File: src/gcb_pkg.sv
// Package for the grapheme cluster boundary core: property classes, FSM states.
// No dependencies.
`timescale 1ns / 1ps
package gcb_pkg;
    localparam int unsigned CP_W   = 21;
    localparam int unsigned CLS_W  = 4;
    localparam int unsigned MASK_W = 16;
    localparam int unsigned CNT_W  = 12;

    localparam logic [CLS_W-1:0] CLS_CR          = 4'd0;
    localparam logic [CLS_W-1:0] CLS_LF          = 4'd1;
    localparam logic [CLS_W-1:0] CLS_CONTROL     = 4'd2;
    localparam logic [CLS_W-1:0] CLS_EXTEND      = 4'd3;
    localparam logic [CLS_W-1:0] CLS_ZWJ         = 4'd4;
    localparam logic [CLS_W-1:0] CLS_RI          = 4'd5;
    localparam logic [CLS_W-1:0] CLS_PREPEND     = 4'd6;
    localparam logic [CLS_W-1:0] CLS_SPACINGMARK = 4'd7;
    localparam logic [CLS_W-1:0] CLS_L           = 4'd8;
    localparam logic [CLS_W-1:0] CLS_V           = 4'd9;
    localparam logic [CLS_W-1:0] CLS_T           = 4'd10;
    localparam logic [CLS_W-1:0] CLS_LV          = 4'd11;
    localparam logic [CLS_W-1:0] CLS_LVT         = 4'd12;
    localparam logic [CLS_W-1:0] CLS_EXTPICT     = 4'd13;

    localparam logic [CP_W-1:0] PRINT_LO = 21'h20;
    localparam logic [CP_W-1:0] PRINT_HI = 21'h7E;

    typedef enum logic [2:0] {
        ST_IDLE,
        ST_SCAN,
        ST_DRAIN,
        ST_DECIDE
    } t_state;

    typedef struct packed {
        logic load_in;   // capture query, start scan
        logic scan;      // issue read of next slot
        logic decide;    // apply rules, update flags
        logic out_valid; // result held
    } t_cmd;

    typedef struct packed {
        logic scan_last;  // this read is the last slot
        logic scan_empty; // nothing to scan
        logic ascii;      // printable pair shortcut
    } t_stat;
endpackage

File: src/gcb_ctrl.sv
// Controller FSM for the boundary core: sequences load, scan, decide, output.
// Depends on gcb_pkg.
`timescale 1ns / 1ps
module gcb_ctrl import gcb_pkg::*; (
    input  logic  i_clk,
    input  logic  i_rst_n,
    input  logic  i_query,  // a query word accepted this cycle
    input  logic  i_out_rdy,
    input  t_stat i_stat,
    output t_cmd  o_cmd,
    output logic  o_busy
);
    t_state r_state, n_state;
    logic   r_hold, n_hold;
    logic   w_free;

    // output register free, or emptied at this edge
    assign w_free = !r_hold || i_out_rdy;

    always_ff @(posedge i_clk) begin
        if (!i_rst_n) begin
            r_state <= ST_IDLE;
            r_hold  <= 1'b0;
        end else begin
            r_state <= n_state;
            r_hold  <= n_hold;
        end
    end

    always_comb begin
        n_state = r_state;
        n_hold  = r_hold;
        case (r_state)
            ST_IDLE:   if (i_query) n_state = ST_SCAN;
            ST_SCAN: begin
                if (i_stat.ascii || i_stat.scan_empty) n_state = ST_DECIDE;
                else if (i_stat.scan_last) n_state = ST_DRAIN;
            end
            ST_DRAIN:  n_state = ST_DECIDE;
            ST_DECIDE: if (w_free) n_state = ST_IDLE;
            default:   n_state = ST_IDLE;
        endcase
        if (r_state == ST_DECIDE && w_free) n_hold = 1'b1;
        else if (i_out_rdy)                 n_hold = 1'b0;
    end

    always_comb begin
        o_cmd = '0;
        o_cmd.load_in   = (r_state == ST_IDLE) && i_query;
        o_cmd.scan      = (r_state == ST_SCAN) && !i_stat.ascii && !i_stat.scan_empty;
        o_cmd.decide    = (r_state == ST_DECIDE) && w_free;
        o_cmd.out_valid = r_hold;
        o_busy          = (r_state != ST_IDLE);
    end

    always_ff @(posedge i_clk) begin
        if (i_rst_n && o_cmd.decide) begin
            assert (n_state == ST_IDLE) else $error("decide must return to idle");
        end
    end
    property p_out_hold;
        @(posedge i_clk) disable iff (!i_rst_n)
            (r_hold && !i_out_rdy) |=> r_hold;
    endproperty
    a_out_hold: assert property (p_out_hold) else $error("result dropped");
    property p_no_load_busy;
        @(posedge i_clk) disable iff (!i_rst_n)
            o_busy |-> !o_cmd.load_in;
    endproperty
    a_no_load_busy: assert property (p_no_load_busy) else $error("load while busy");
    property p_drain;
        @(posedge i_clk) disable iff (!i_rst_n)
            (r_state == ST_DRAIN) |=> (r_state == ST_DECIDE);
    endproperty
    a_drain: assert property (p_drain) else $error("drain sequence broken");
endmodule

File: config.mk
export PLATFORM = sky130hd
export DESIGN_NAME = gcb_ctrl
export DESIGN_NICKNAME = d
export VERILOG_FILES = /design/src/gcb_pkg.sv /design/src/gcb_ctrl.sv
export SDC_FILE = /design/constraint.sdc
export NUM_CORES = 1
export LEC_CHECK = 0
export BUFFER_PORTS_ARGS = -buffer_cell sky130_fd_sc_hd__buf_2
export CAP_MARGIN = 0
export CORE_AREA = 5 5 42 44
export DETAILED_ROUTE_END_ITERATION = 10
export DIE_AREA = 0 0 47 49
export RECOVER_POWER = 25
export SYNTH_ARGS = -nofsm -noshare
export SYNTH_HDL_FRONTEND = slang
export SYNTH_SLANG_ARGS = --single-unit
File: constraint.sdc
create_clock -name i_clk -period 1.65 [get_ports i_clk]
set_input_delay 0.0825 -clock i_clk [delete_from_list [all_inputs] [get_ports i_clk]]
set_output_delay 0.0825 -clock i_clk [all_outputs]
set_load 0.01 [all_outputs]
* After elaboration in Yosys (flattened, before gate mapping)
Index checks and enable logic that the tools add are counted.
** Operators by class
- Equal/unequal tests :: 6
- Mux-type cells :: 7
- Reduce and logical (&&, ||, !) cells :: 13
** Operator list (count)
- 3-bit 2-to-1 mux :: 4
- 3-bit case mux with 4 select lines :: 1
- 3-bit by 2-bit equality test with 1-bit output (second input constant) :: 2
- 1-bit logical AND :: 4
- 2-bit != test (second input constant) :: 2
- 3-bit by 1-bit equality test with 1-bit output (second input constant) :: 1
- 1-bit logical NOT :: 3
- 3-bit logical NOT :: 1
- 3-bit != test (second input constant) :: 1
- 3-bit AND reduction :: 1
- 3-bit nonzero test :: 1
- 1-bit logical OR :: 2
- 1-bit 2-to-1 mux :: 2
- 2-bit nonzero test :: 1
** Storage, ports and cells
- Flip-flop bits (word level) :: 4

* Depth between registers and ports, before layout
Gate-level depths: netlist of run 1.
- Depth in word-level cells :: 4
- Gate-level depth with buffers :: 5

* Least setup slack after synthesis of run 1
Ideal clock, no wire load.
- Path type :: reg2reg
- From :: register r_state[1]
- To :: register r_state[0]
- Arrival :: 1389 ps
- Data required time :: 1578 ps
- Path slack :: 190 ps
- Stages on the path, launching flop included :: 6
- Path through :: dfxtp_1 inv_1 ha_1 nor3b_1 a222oi_1 mux2i_1
** Between the ends
- Cells in the longest elaborated chain, start to end :: 3
- Elaborated cells between the ends (all ways) :: 9
** Ends and longest elaborated chain
- from (decl) :: RTL line gcb_ctrl.sv:13 : t_state r_state, n_state;
- from (signal assigned) :: RTL line gcb_ctrl.sv:25 : r_state <= n_state;
- 3-bit by 1-bit equality test with 1-bit output, or another cell as far along :: RTL line gcb_ctrl.sv:33 : case (r_state)
- 3-bit != test (no source line) or 2-bit != test (tied branches)
- 3-bit AND reduction (no source line)
Parallel ways exist; a longest one is shown, timed or not.
A chain may end at the register's enable or synchronous reset.

* Final worst setup path of run 1
Ends and elaborated chain as after synthesis.

==> run_results.csv, run 1 <==
group,metric,value,unit
worst_setup_path,cp-start-kind,"flop",
sta,whs,0.1233,ns
cells_and_area,fin_nets,53,
pwr,p_leak,0.1721,nW
pwr,ir_drop,0.0004225,V
detailed_routing,drtIter0Drc,1,
die,dieArea,0.002303,mm2
flow_run,drv_cap,0,
detailed_routing,drc_errors,0,
cells_and_area,fillers,169,
cts,cts-root-buf,"clkbuf_4",
global_routing,antenna_found_initial,0,
die,start_util,0.1670,
sta,setup_viol,0,
cts,cts_made_buffers,3,
pwr,p_per_area,1483,mW/mm2
synth,synth_top_area_share,0.2567,
pwr,p_total,0.4750,mW
cells_and_area,regArea,61.31,um2
detailed_routing,firstDrtPassIters,4,
sta,clock_skew,0.0007577,ns
synth,synthTopCellsByArea,"dfxtp_1 (26%), ha_1 (21%), inv_1 (9.6%), mux2i_1 (8.6%), buf_4 (6.4%)",
worst_setup_path,arrival,1.68,ns
die,io_pins,12,
sta,tns,0,ns
sta,rsz0062_at_grt,"false",
worst_setup_path,worstSetupEndpointType,"flop",
detailed_routing,wl_per_cell,8.175,um
global_routing,grt_usage,0.04785,
worst_hold_path,hp-class,"in -> reg",
cts,cts_max_level,1,
synth,synth_common_cells,"inv_1 (6), ha_1 (4), dfxtp_1 (3), nand2_1 (3)",
worst_setup_path,critical_path.max_fanout,4,
place,port_buffers,11,
sta,hold_viol,0,
synth,synth_nets,39,
cells_and_area,finalNonFillerCells,57,
sta,maxSlewViolCount,0,
global_routing,grt_max_degree,6,
die,dieWidth,47,um
synth,syn_avg_cell_area,8.356,um2
detailed_routing,finalWirelength,466,um
die,die_h,49,um
worst_setup_path,cp_data_required_time,1.80,ns
cells_and_area,multi_input_area,136.4,um2
cells_and_area,syn_to_final_growth,36.90,%
die,coreArea,0.001401,mm2
global_routing,grt_pass1_vias,210,
sta,tightest_slew,0.4811,ns
cts,clkSinkCount,3,
cells_and_area,final_util,0.2286,
synth,syn-cell-area,234.0,um2
sta,max_freq,0.6546,GHz
cts,clk_pin_slew,0.04,ns
die,placementRows,14,
cells_and_area,insertedDiodeCount,0,
cts,cts_tree,"built",
sta,period_minus_slack,1.528,ns
synth,post-synth-top-count-cell,"inv_1",
detailed_routing,vias_per_cell,3.860,
place,placed_cells,53,
synth,synth_flop_cell,"dfxtp_1",
worst_setup_path,critPathKind,"reg -> reg",
synth,seq_area_frac_synth,0.2567,
synth,synth-edff-count,0,
synth,synth_seq_cells,3,
cells_and_area,drive_gt1_frac,0.3415,
status,outcome,"complete, no violations",
synth,ys_async_sr_fraction,0,
cts,clockBufferDepth,2,
synth,synth.distinct_cells,12,
detailed_routing,vias,220,
synth,synth_top_cell_by_area,"dfxtp_1",
global_routing,grt_pass1_wl,752,um
synth,syn_inst,28,
global_routing,gr-total-overflow,0,
synth,ys_warn_count,0,
cts,clock_latency,0.23,ns
sta,max_slew_margin,0.6792,
place,globalplace.congestion,0.6520,
sta,period_share,0.9258,
detailed_routing,postRouteAntennaNets,0,
==> power by group <==
group	leakage, nW	switching (mW)	internal (mW)
registers	0.0250	0.0254	0.102
logic	0.132	0.114	0.106
clock network	0.0150	0.0363	0.0905
==> critical path, cell delays in order (launching register included) <==
cell and delay (ns):
dfxtp_2 0.34, inv_1 0.06, ha_1 0.18, nor3b_1 0.15, a222oi_1 0.47, mux2i_1 0.25
==> routing by layer <==
layer,GRT usage,routed length (um),up-vias
li1,-,-,114
met1,0.04605,224,95
met2,0.06335,178,11
met3,0.05904,63,0
met4,0.01382,0,0
met5,0,0,-
==> per-stage QoR <==
stage,setup WS [ns],area [um2]
2_1_floorplan,0.1898,234.0
3_3_place_gp,0.1282,294.0
3_5_place_dp,0.09544,294.0
4_1_cts,0.08403,320.3
5_1_grt,0.01576,320.3
6_report,0.1224,320.3
==> flip-flops by register name, indices dropped and copies added (netlist names) <==
signal,flops
r_state,2
r_hold,1
==> final timing paths <==
| path | start | endpoint | slack [ns] | cells past startpoint |
|---|---|---|---|---|
| worst max register to register | r_state[1] | r_state[0] | 0.12 | 5 |
| worst min register to register | r_state[1] | r_state[1] | 0.47 | 2 |
| worst max-delay path | r_state[1] | r_state[0] | 0.12 | 5 |
| worst min-delay path | i_rst_n | r_hold | 0.12 | 2 |
==> cell usage in the layout (no fill, tap or decap), drive strengths merged <==
| master | instances |
|---|---|
| nor3b | 1 |
| o21a | 2 |
| o311ai | 1 |
| inv | 6 |
| nand2 | 3 |
| ha | 4 |
| nor2b | 1 |
| mux2i | 2 |
| dfxtp | 3 |
| a222oi | 1 |
| clkbuf | 5 |
| buf | 10 |
| nor2 | 2 |
==> cell families (layout without fill, tap and decap cells) <==
kind of cell,after synthesis,after routing,synth area share
buf+inv,8,21,0.1604
simple gates,7,7,0.1391
fa+ha+maj,4,4,0.2139
compound gates,4,4,0.1444
flops,3,3,0.2567
mux,2,2,0.08556
==> area by class of cell <==
class / instances / share of cell area
multi-input combinational: 17 / 0.4258
sequential: 3 / 0.1914
timing repair buffer: 11 / 0.1680
clock buffer: 4 / 0.08203
inverter: 6 / 0.07031
tap: 16 / 0.06250
==> repair_timing <==
action,4_1_cts,5_1_grt
setup endpoints to repair,0,2
resized for setup,0,1
hold buffers,0,0
setup buffers,0,0
No activity file was read; power rests on OpenSTA's default activity.
==> run 2, diff against run 1 <==
--- a/config.mk
+++ b/config.mk
@@ -5,11 +5,12 @@
 export SDC_FILE = /design/constraint.sdc
 export NUM_CORES = 1
 export LEC_CHECK = 0
+export ABC_AREA = 1
 export BUFFER_PORTS_ARGS = -buffer_cell sky130_fd_sc_hd__buf_2
 export CAP_MARGIN = 0
-export CORE_AREA = 5 5 42 44
+export CORE_AREA = 10 10 47 49
 export DETAILED_ROUTE_END_ITERATION = 10
-export DIE_AREA = 0 0 47 49
+export DIE_AREA = 0 0 57 59
 export RECOVER_POWER = 25
 export SYNTH_ARGS = -nofsm -noshare
 export SYNTH_HDL_FRONTEND = slang
==> run_results.csv, run 2 <==
group,metric,value,unit
worst_setup_path,arrival,1.36,ns
detailed_routing,postRouteAntennaNets,0,
global_routing,grt_pass1_wl,959,um
pwr,ir_drop,0.0003101,V
synth,syn-cell-area,252.7,um2
global_routing,grt_max_degree,5,
synth,muxShareOfSynthArea,0,
synth,ys_warn_count,0,
detailed_routing,finalWirelength,542,um
cts,cts_resized,0,
detailed_routing,drc_errors,0,
synth,syn_inst,37,
synth,synth_fa_ha_area_frac,0.1980,
sta,clock_skew,0.0007326,ns
synth,synth-edff-count,0,
sta,fin_ws,0.4107,ns
worst_setup_path,crit_chain,"inv_1 -> ha_1 -> inv_2 -> or2_1 -> nand3_2 -> nand2_1 -> nand2_1 -> nor2_1",
synth,synth-compound-area-share,0.08911,
worst_setup_path,cp-start-kind,"flop",
synth,syn_avg_cell_area,6.831,um2
cells_and_area,largest_reg_flops,2,
detailed_routing,vias,251,
die,dieArea,0.003363,mm2
place,globalplace.congestion,0.6359,
worst_setup_path,cpPeakStageDelay,0.32,ns
detailed_routing,wl_per_cell,8.212,um
synth,seq_area_frac_synth,0.2376,
global_routing,grt_pass1_vias,259,
synth,synth_flop_cell,"dfxtp_1",
cts,cts_max_level,1,
sta,max_freq,0.8069,GHz
global_routing,grt_usage,0.03806,
synth,synth_top_area_share,0.2376,
cells_and_area,final_cell_mix,"buf_2 (10), inv_1 (6), nand2_1 (6), nor2_1 (6), ha_1 (4)",
die,dieWidth,57,um
place,dp_slack,0.4181,ns
cts,cts-root-buf,"clkbuf_4",
cells_and_area,fin_nets,62,
sta,hold_viol,0,
sta,period_minus_slack,1.239,ns
pwr,p_per_area,1491,mW/mm2
cells_and_area,top_register,"r_state",
sta,rsz0062_at_grt,"false",
synth,synthTopCellsByArea,"dfxtp_1 (24%), ha_1 (20%), inv_1 (8.9%), nand2_1 (8.9%), nor2_1 (8.9%)",
sta,setup_viol,0,
die,io_pins,12,
cts,cts_hold_buf,0,
synth,ys_async_sr_fraction,0,
worst_setup_path,r2r_slack,0.41,ns
detailed_routing,firstDrtPassIters,4,
synth,synth_nets,48,
sta,period_share,0.7511,
sta,tightest_slew,0.1449,ns
synth,synth_top_family_by_area,"simple AND/OR/NAND/NOR gates",
worst_setup_path,cp_slowest_cell,"dfxtp_1",
cells_and_area,design_area,337.8,um2
cts,clk_pin_slew,0.04,ns
pwr,p_leak,0.1908,nW
place,placed_cell_area,312.8,um2
sta,maxSlewViolCount,0,
cells_and_area,finalNonFillerCells,66,
worst_setup_path,critPathKind,"reg -> reg",
worst_setup_path,cp_data_required_time,1.77,ns
worst_setup_path,cpMostUsedCell,"nand2_1",
cells_and_area,syn_to_final_growth,33.66,%
detailed_routing,vias_per_cell,3.803,
cts,cts_made_buffers,3,
synth,synth_common_cells,"inv_1 (6), nand2_1 (6), nor2_1 (6)",
die,coreArea,0.001401,mm2
synth,synth_seq_cells,3,
global_routing,antenna_found_initial,0,
sta,tns,0,ns
status,outcome,"complete, no violations",
cells_and_area,drive_gt1_frac,0.3000,
cts,clkSinkCount,3,
place,hpwl,466.5,um
cells_and_area,reg_top3,"r_state (2), r_hold (1)",
worst_hold_path,hp-class,"in -> reg",
detailed_routing,drtIter0Drc,3,
die,die_h,59,um
sta,whs,0.1061,ns
cells_and_area,insertedDiodeCount,0,
global_routing,gr-total-overflow,0,
die,start_util,0.1804,
cts,clock_latency,0.23,ns
cts,post_cts_buffers,0,
worst_setup_path,worstSetupEndpointType,"flop",
worst_setup_path,critical_path.max_fanout,4,
cts,cts_tree,"built",
die,placementRows,14,
synth,synth_xor_area_frac,0,
synth,synth.distinct_cells,14,
flow_run,drv_cap,0,
synth,synthSimpleGateAreaFrac,0.3119,
place,placed_cells,62,
synth,synth_top_cell_by_area,"dfxtp_1",
sta,max_slew_margin,0.9024,
cells_and_area,mostFrequentLayoutCell,"buf_2",
cts,clockBufferDepth,2,
place,port_buffers,11,
run 2: changes by cell type after synthesis, sizes merged:
cell	previous run	this run
inv	6	7
o21a	2	0
a21boi	0	1
o311ai	1	0
nor2	2	6
nand2	3	6
mux2i	2	0
nor2b	1	0
a21oi	0	2
or2	0	1
o21ai	0	1
nand3	0	3
a222oi	1	0
run 2: kinds of logic (layout without fill, tap and decap cells):
logic type / count (synthesis) / after routing
AOI/OAI and AO/OA: 4 / 4
DFF: 3 / 3
and+or+nand+nor: 17 / 17
adders and majority gates: 4 / 4
buffers and inverters: 9 / 22
run 2: final timing paths:
kind,start,depth (start not counted),endpoint
min reg2reg,r_hold,2,r_hold
min,i_rst_n,3,r_state[1]
max reg2reg,r_state[0],8,r_state[1]
max,r_state[0],8,r_state[1]
run 2: report_power, final:
group,internal [mW],total (mW),switching [mW]
clock,0.0906,0.128,0.0375
combinational,0.110,0.256,0.146
sequential,0.0994,0.119,0.0196
total,0.300,0.504,0.203
run 2: cell type report:
| type | count | area (um2) |
|---|---|---|
| fill | 171 | 1064 |
| multi-input combinational | 25 | 151.4 |
| tap | 16 | 20.02 |
| clock buffer | 4 | 26.28 |
| sequential | 3 | 60.06 |
| timing repair buffer | 11 | 53.80 |
| inverter | 7 | 26.28 |
run 2: routing by layer:
| layer | track usage | vias up | part of all wire |
|---|---|---|---|
| met3 | 0.05579 | 0 | 0.21 |
| li1 | - | 137 | - |
| met5 | 0 | - | 0 |
| met1 | 0.02738 | 106 | 0.37 |
| met2 | 0.05116 | 8 | 0.42 |
| met4 | 0.02013 | 0 | 0 |
run 2: metrics by stage:
| step | power [mW] | util |
|---|---|---|
| after floorplan | 0.3203 | - |
| after global placement | 0.3795 | 0.2232 |
| after detailed placement | 0.3815 | 0.2232 |
| after CTS | 0.5160 | 0.2420 |
| after global routing | 0.5726 | 0.2411 |
| final | 0.5036 | 0.2411 |
run 2: worst max-delay path, delay by kind of cell (launching register included):
kind,cells,cell delay (ns)
DFF,1,0.32
adders and majority gates,1,0.21
buffers and inverters,2,0.14
and+or+nand+nor,5,0.44
